## src/rtl/i2rs_pkg.sv

```systemverilog
package i2rs_pkg;

  localparam int VALUE_WIDTH  = 32;
  localparam int STORE_DEPTH  = VALUE_WIDTH + 1;
  localparam int ADDR_W       = $clog2(STORE_DEPTH);
  localparam int CNT_W        = $clog2(STORE_DEPTH + 1);
  localparam int STEP_W       = $clog2(VALUE_WIDTH);
  localparam int DIGIT_W      = 6;
  localparam int CHAR_W       = 7;

  localparam logic [7:0]        RADIX_MIN  = 8'd2;
  localparam logic [7:0]        RADIX_MAX  = 8'd36;
  localparam logic [CHAR_W-1:0] CHAR_MINUS = 7'h2D;
  localparam logic [CHAR_W-1:0] CHAR_ZERO  = 7'h30;
  localparam logic [CHAR_W-1:0] CHAR_A     = 7'h41;
  localparam logic [CHAR_W-1:0] CHAR_NONE  = 7'h00;

  typedef struct packed {
    logic done;     // one-cycle pulse, quotient and remainder valid
    logic nonzero;  // quotient is not zero
  } div_stat_t;

  // remainder to ASCII, digits above 35 clamp to 'Z'
  function automatic logic [CHAR_W-1:0] digit_char(input logic [DIGIT_W-1:0] d);
    logic [DIGIT_W-1:0] c;
    c = (d > 6'd35) ? 6'd35 : d;
    if (c < 6'd10) begin
      return CHAR_ZERO + CHAR_W'(c);
    end
    return CHAR_A + CHAR_W'(c - 6'd10);
  endfunction

endpackage

```

## src/rtl/i2rs_divider.sv

```systemverilog
module i2rs_divider (
  input  logic                         clk_i,
  input  logic                         rst_ni,
  input  logic                         start_i,
  input  logic [i2rs_pkg::VALUE_WIDTH-1:0] dividend_i,
  input  logic [i2rs_pkg::DIGIT_W-1:0] base_i,
  output logic [i2rs_pkg::VALUE_WIDTH-1:0] quotient_o,
  output logic [i2rs_pkg::DIGIT_W-1:0] remainder_o,
  output i2rs_pkg::div_stat_t          stat_o
);
  import i2rs_pkg::*;

  // restoring long division, one quotient bit per cycle
  logic [VALUE_WIDTH-1:0] q_q, q_d;
  logic [DIGIT_W-1:0]     r_q, r_d;
  logic [DIGIT_W-1:0]     base_q;
  logic [STEP_W-1:0]      cnt_q;
  logic                   busy_q, nz_q, nz_d, done_q;
  logic [DIGIT_W:0]       trial;
  logic                   qbit;

  always_comb begin
    trial = {r_q, q_q[VALUE_WIDTH-1]};
    qbit  = (trial >= {1'b0, base_q});
    r_d   = qbit ? DIGIT_W'(trial - {1'b0, base_q}) : DIGIT_W'(trial);
    q_d   = {q_q[VALUE_WIDTH-2:0], qbit};
    nz_d  = nz_q | qbit;
  end

  always_ff @(posedge clk_i or negedge rst_ni) begin
    if (!rst_ni) begin
      q_q    <= '0;
      r_q    <= '0;
      base_q <= '0;
      busy_q <= 1'b0;
      done_q <= 1'b0;
      cnt_q  <= '0;
      nz_q   <= 1'b0;
    end else begin
      done_q <= 1'b0;
      if (start_i) begin
        q_q    <= dividend_i;
        r_q    <= '0;
        base_q <= base_i;
        cnt_q  <= '0;
        nz_q   <= 1'b0;
        busy_q <= 1'b1;
      end else if (busy_q) begin
        q_q   <= q_d;
        r_q   <= r_d;
        nz_q  <= nz_d;
        cnt_q <= cnt_q + 1'b1;
        if (cnt_q == STEP_W'(VALUE_WIDTH - 1)) begin
          busy_q <= 1'b0;
          done_q <= 1'b1;
        end
      end
    end
  end

  assign quotient_o     = q_q;
  assign remainder_o    = r_q;
  assign stat_o.done    = done_q;
  assign stat_o.nonzero = nz_q;

endmodule

```

## src/rtl/i2rs_digit_store.sv

```systemverilog
module i2rs_digit_store (
  input  logic                         clk_i,
  input  logic                         wr_en_i,
  input  logic [i2rs_pkg::ADDR_W-1:0]  wr_addr_i,
  input  logic [i2rs_pkg::DIGIT_W-1:0] wr_data_i,
  input  logic                         rd_en_i,
  input  logic [i2rs_pkg::ADDR_W-1:0]  rd_addr_i,
  output logic [i2rs_pkg::DIGIT_W-1:0] rd_data_o
);
  import i2rs_pkg::*;

  // remainders, least significant first; contents undefined until written
  logic [DIGIT_W-1:0] mem_q [STORE_DEPTH];
  logic [DIGIT_W-1:0] rd_q;

  always_ff @(posedge clk_i) begin
    if (wr_en_i) begin
      mem_q[wr_addr_i] <= wr_data_i;
    end
    if (rd_en_i) begin
      rd_q <= mem_q[rd_addr_i];
    end
  end

  assign rd_data_o = rd_q;

endmodule

```

## src/rtl/integer_to_radix_string_top.sv

```systemverilog
// Channel  Dir  Group        tdata (low bit up)              Side bands
// input    in   s_axis_*     value_bits[31:0] radix[39:32]   tuser=is_signed
// result   out  m_axis_*     char_code[6:0]                  tlast=last, tuser=error
//
// Flow: one item at a time. Each digit is computed in the bit-serial divider, then
// the sign and each digit character are loaded, a digit character taking a store
// read and then an output load; ready returns once the last character is loaded.
// A bad radix loads its error result from the error state, without dividing.
// Reset clears the registers; the digit store needs no clearing.
// A stall on the result side holds the output register and the emit sequencer;
// a new item is taken once the last character has reached the output register.
module integer_to_radix_string_top (
  input  logic        clk_i,
  input  logic        rst_ni,
  input  logic        s_axis_tvalid_i,
  output logic        s_axis_tready_o,
  input  logic [39:0] s_axis_tdata_i,   // value_bits[31:0], radix[39:32]
  input  logic        s_axis_tuser_i,   // is_signed
  output logic        m_axis_tvalid_o,
  input  logic        m_axis_tready_i,
  output logic [7:0]  m_axis_tdata_o,   // char_code[6:0]
  output logic        m_axis_tlast_o,   // last
  output logic        m_axis_tuser_o    // error
);
  import i2rs_pkg::*;

  typedef enum logic [2:0] {
    S_IDLE,
    S_ERR,
    S_DIV,
    S_SIGN,
    S_READ,
    S_EMIT
  } state_e;

  state_e state_q;

  // input fields
  logic [31:0] in_value;
  logic        in_signed;
  logic [7:0]  in_radix;
  assign in_value  = s_axis_tdata_i[31:0];
  assign in_signed = s_axis_tuser_i;
  assign in_radix  = s_axis_tdata_i[39:32];

  logic                   in_accept, radix_bad, in_neg;
  logic [VALUE_WIDTH-1:0] in_raw, in_mag;

  assign s_axis_tready_o = (state_q == S_IDLE);
  assign in_accept = s_axis_tvalid_i && s_axis_tready_o;
  assign radix_bad = (in_radix < RADIX_MIN) || (in_radix > RADIX_MAX);
  assign in_raw    = VALUE_WIDTH'(in_value);
  assign in_neg    = in_signed && in_raw[VALUE_WIDTH-1];
  assign in_mag    = in_neg ? (~in_raw + 1'b1) : in_raw;

  // divider and digit store
  logic                   div_start;
  logic [VALUE_WIDTH-1:0] div_dividend, div_quot;
  logic [DIGIT_W-1:0]     div_rem, rd_digit;
  div_stat_t              div_stat;
  logic [DIGIT_W-1:0]     base_q;
  logic [CNT_W-1:0]       n_q;
  logic                   neg_q;
  logic                   more_digits;
  logic                   st_wr, st_rd;

  // keep dividing while the quotient is non-zero and the store has room
  assign more_digits = div_stat.nonzero && ((n_q + 1'b1) < CNT_W'(STORE_DEPTH));
  assign div_start   = (in_accept && !radix_bad) ||
                       ((state_q == S_DIV) && div_stat.done && more_digits);
  assign div_dividend = in_accept ? in_mag : div_quot;
  assign st_wr = (state_q == S_DIV) && div_stat.done;
  assign st_rd = (state_q == S_READ);

  i2rs_divider u_div (
    .clk_i       (clk_i),
    .rst_ni      (rst_ni),
    .start_i     (div_start),
    .dividend_i  (div_dividend),
    .base_i      (in_accept ? in_radix[DIGIT_W-1:0] : base_q),
    .quotient_o  (div_quot),
    .remainder_o (div_rem),
    .stat_o      (div_stat)
  );

  i2rs_digit_store u_store (
    .clk_i     (clk_i),
    .wr_en_i   (st_wr),
    .wr_addr_i (ADDR_W'(n_q)),
    .wr_data_i (div_rem),
    .rd_en_i   (st_rd),
    .rd_addr_i (ADDR_W'(n_q - 1'b1)),
    .rd_data_o (rd_digit)
  );

  // output register
  logic              out_valid_q, out_last_q, out_err_q;
  logic [CHAR_W-1:0] out_char_q;
  logic              out_free, out_load;

  assign out_free = !out_valid_q || m_axis_tready_i;
  // a character is loaded whenever an emitting state finds the register free
  assign out_load = out_free &&
                    ((state_q == S_ERR) || (state_q == S_SIGN) || (state_q == S_EMIT));

  always_ff @(posedge clk_i or negedge rst_ni) begin
    if (!rst_ni) begin
      state_q     <= S_IDLE;
      out_valid_q <= 1'b0;
      out_char_q  <= CHAR_NONE;
      out_last_q  <= 1'b0;
      out_err_q   <= 1'b0;
      base_q      <= '0;
      n_q         <= '0;
      neg_q       <= 1'b0;
    end else begin
      if (out_load) begin
        out_valid_q <= 1'b1;
      end else if (m_axis_tready_i) begin
        out_valid_q <= 1'b0;
      end
      case (state_q)
        S_IDLE: begin
          if (in_accept) begin
            if (radix_bad) begin
              state_q <= S_ERR;
            end else begin
              base_q  <= in_radix[DIGIT_W-1:0];
              neg_q   <= in_neg;
              n_q     <= '0;
              state_q <= S_DIV;
            end
          end
        end
        S_ERR: begin
          if (out_free) begin
            out_char_q  <= CHAR_NONE;
            out_last_q  <= 1'b1;
            out_err_q   <= 1'b1;
            state_q     <= S_IDLE;
          end
        end
        S_DIV: begin
          if (div_stat.done) begin
            n_q <= n_q + 1'b1;
            if (!more_digits) begin
              state_q <= neg_q ? S_SIGN : S_READ;
            end
          end
        end
        S_SIGN: begin
          if (out_free) begin
            out_char_q  <= CHAR_MINUS;
            out_last_q  <= 1'b0;
            out_err_q   <= 1'b0;
            state_q     <= S_READ;
          end
        end
        S_READ: begin
          // store read issued at n-1, data lands next cycle
          n_q     <= n_q - 1'b1;
          state_q <= S_EMIT;
        end
        S_EMIT: begin
          if (out_free) begin
            out_char_q  <= digit_char(rd_digit);
            out_last_q  <= (n_q == '0);
            out_err_q   <= 1'b0;
            state_q     <= (n_q == '0) ? S_IDLE : S_READ;
          end
        end
        default: begin
          state_q <= S_IDLE;
        end
      endcase
    end
  end

  assign m_axis_tvalid_o = out_valid_q;
  assign m_axis_tdata_o  = {1'b0, out_char_q};
  assign m_axis_tlast_o  = out_last_q;
  assign m_axis_tuser_o  = out_err_q;

endmodule

```

## config.mk

```make
export PLATFORM = sky130hd
export DESIGN_NAME = integer_to_radix_string_top
export DESIGN_NICKNAME = d
export VERILOG_FILES = /design/src/rtl/i2rs_pkg.sv /design/src/rtl/i2rs_divider.sv /design/src/rtl/i2rs_digit_store.sv /design/src/rtl/integer_to_radix_string_top.sv
export SDC_FILE = /design/constraint.sdc
export NUM_CORES = 1
export LEC_CHECK = 0
export BUFFER_PORTS_ARGS = -buffer_cell sky130_fd_sc_hd__buf_4
export CAP_MARGIN = 20
export CORE_MARGIN = 4
export CORE_UTILIZATION = 64
export DETAILED_ROUTE_END_ITERATION = 10
export PLACE_DENSITY = 0.91
export SLEW_MARGIN = 20
export SYNTH_ARGS = -nofsm -noshare
export SYNTH_HDL_FRONTEND = slang
export SYNTH_SLANG_ARGS = --single-unit
```

## constraint.sdc

```tcl
create_clock -name clk_i -period 6.15 [get_ports clk_i]
set_input_delay 0.615 -clock clk_i [delete_from_list [all_inputs] [get_ports clk_i]]
set_output_delay 0.615 -clock clk_i [all_outputs]
set_load 0.02 [all_outputs]
```

==> flow_summary.json <==
{
  "viasPerCell": 7.10,
  "drt_iter0_drc": 1318,
  "r2r_start": "n_q[0]",
  "fin_util_pct": 73.1,
  "synthArstFlopShare_pct": 27.7,
  "worst_pin_slew_ns": 1.09,
  "cts.sinks": 282,
  "grt_pass1_wl_um": 51700,
  "overflow": 0,
  "wl_per_cell_um": 27.2,
  "power.density_mw_per_mm2": 514,
  "drt-total-wl_um": 34200,
  "detailedPlace.worstSlack_ns": 2.07,
  "critical_path_peak_fanout": 58,
  "power.total_mw": 7.41,
  "cts_resized": 0,
  "cts_tree": "done",
  "antenna_found_initial": 0,
  "setup_tns_ns": 0,
  "ys.flop_type": "edfxtp_1",
  "crit_path_start_kind": "flop",
  "ant_nets": 0,
  "grt_pass1_vias": 8496,
  "die_w_um": 151,
  "hold_class": "primary input to asynchronous set/reset pin",
  "crit_type": "flop to flop",
  "start_util_pct": 65.9,
  "required_ns": 6.39,
  "outcome": "finished, violations left",
  "fin_skew_ns": 0.0278,
  "diodes": 0,
  "yosysWarnings": 0,
  "syn-num-nets": 1006,
  "layout-drive-gt1-share_pct": 18.0,
  "final_common_cell": "edfxtp_1",
  "numCtsBuffers": 26,
  "hold_viol": 0,
  "gp_congestion": 0.929,
  "remaining_drc_errors": 1,
  "violations": "DRC",
  "io_pins": 57,
  "clock_latency_ns": 0.54,
  "synth_edf_count": 204,
  "min_period_over_period_pct": 63.6,
  "path_clk_slew_ns": 0.07,
  "endpoint_kind": "flop",
  "die-area_mm2": 0.0227,
  "post-route-min-period_ns": 3.91,
  "nets": 1037,
  "slew_headroom_pct": 26.8,
  "rsz0062_at_grt": "false",
  "h-tree-depth": 1,
  "syn-cell-area_mm2": 0.0130,
  "crit_arrival_ns": 4.15,
  "dp_hpwl_um": 20300,
  "yosysSeqAreaShare_pct": 62.1,
  "netlist_instances": 946,
  "crit_start": "n_q[0]",
  "core_area_mm2": 0.0197,
  "setup_ws_ns": 2.24,
  "vias": 8927,
  "grt_usage_pct": 30.2,
  "cts_setup_buffers": 0,
  "final_max_slew_viol_count": 0,
  "stdcell_count": 1258,
  "p_leak_nw": 5.08,
  "portBuffers": 55,
  "place_inst": 1214,
  "synth.avg_cell_area_um2": 13.7,
  "fmax_mhz": 256,
  "mostFrequentLayoutCells": "204 x edfxtp_1, 108 x nor2_1, 74 x nand2_1",
  "cts_buffer_depth": 3,
  "num_rows": 51,
  "drt_pass1_iterations": 11,
  "ys_ff_latch": 282,
  "maxCapViolCount": 0,
  "postCtsHoldBufs": 0,
  "synth_cell_types": 75,
  "grt_max_degree": 79,
  "clock-root-buffer": "clkbuf_16",
  "ir_drop_mv": 0.261,
  "die_h_um": 151,
  "synthToLayoutAreaGrowth_pct": 10.8,
  "setup_viol": 0
}
==> layout make-up <==
type	count	area, µm²
Fill cell	1123	5310
Clock buffer	32	694
Multi-Input combinational cell	584	4610
Tap cell	265	332
Timing Repair Buffer	58	435
Inverter	25	93.8
Sequential cell	282	8090
Clock inverter	12	154
==> where the power goes <==
part | internal [mW] | switching [mW]
combinational | 1.25 | 1.40
clock | 0.962 | 0.687
sequential | 2.54 | 0.579
total | 4.74 | 2.67
==> path summary, 6_finish.rpt <==
kind,end,slack (ns),cells past startpoint
max,u_store.rd_data_o[3],2.24,6
min,n_q[5],0.23,1
max reg2reg,u_store.rd_data_o[3],2.24,6
min reg2reg,u_div.quotient_o[4],0.48,2
max in group asynchronous,n_q[0],5.21,1
min in group clk_i,base_q[0],0.29,3
==> sequential cells by signal, summed over array words and instances (netlist names) <==
signal and cells:
u_div.nz_q 1, u_div.quotient_o 32, u_store.mem_q 198, u_div.busy_q 1
u_store.rd_data_o 6, n_q 6, u_div.remainder_o 6, out_char_q 7
base_q 6, u_div.base_q 6, state_q 3, m_axis_tvalid_o 1
neg_q 1, m_axis_tuser_o 1, m_axis_tlast_o 1, u_div.done_q 1
u_div.cnt_q 5
==> layer usage <==
layer,share of wire [%],vias up,GRT usage [%]
met2,47,862,48.2
li1,-,3657,-
met4,4.7,0,9.19
met5,0,-,0
met3,13,154,5.78
met1,35,4254,43.0
==> cells by family (layout without fill, tap and decap cells) <==
group	after synthesis	in the layout	synth area share, %
flops	282	282	62.1
simple gates	263	263	9.44
compound gates	188	188	9.65
buf+inv	80	127	2.82
mux	78	78	11.8
xor+xnor	39	39	2.63
fa+ha+maj	15	15	1.50
other cells	1	1	0.0288
==> cells in the mapped netlist (all sizes together), types with 3 or more instances <==
cell / count / area, µm²
edfxtp: 204 / 6130
nor2: 110 / 418
dfrtp: 78 / 1950
o21ai: 75 / 375
nand2: 74 / 278
mux4: 60 / 1350
buf: 31 / 183
a21oi: 29 / 145
inv: 25 / 93.8
clkbuf: 24 / 90.1
xor2: 20 / 175
xnor2: 19 / 166
mux2i: 17 / 170
ha: 14 / 175
nand3: 12 / 65.1
nor3: 12 / 60.1
a22o: 10 / 87.6
nand2b: 9 / 56.3
o31ai: 9 / 81.3
o41ai: 9 / 86.3
o22ai: 8 / 50.1
a221o: 7 / 70.1
a31oi: 7 / 50.1
or3: 7 / 43.8
and3: 6 / 37.5
nand4: 5 / 31.3
o21a: 5 / 37.5
or4: 5 / 41.3
and2: 4 / 25.0
nor4: 4 / 40.0
a2111oi: 3 / 32.5
a22oi: 3 / 22.5
o311ai: 3 / 26.3
or2: 3 / 18.8
==> per-stage QoR <==
stage | area (µm²) | hold slack (ns)
floorplan | 13000 | 0.319
global placement | 13500 | 0.456
detailed placement | 13500 | 0.462
CTS | 14400 | 0.272
global route | 14400 | 0.318
finish | 14400 | 0.232
==> worst max-delay path, cell delays in order (launching register included) <==
cell	delay [ns]
dfrtp_4	1.08
inv_1	0.39
ha_4	0.82
mux4_2	0.42
mux4_2	0.51
mux2i_1	0.23
a21oi_1	0.12
Power figures use the tool's default switching activity.
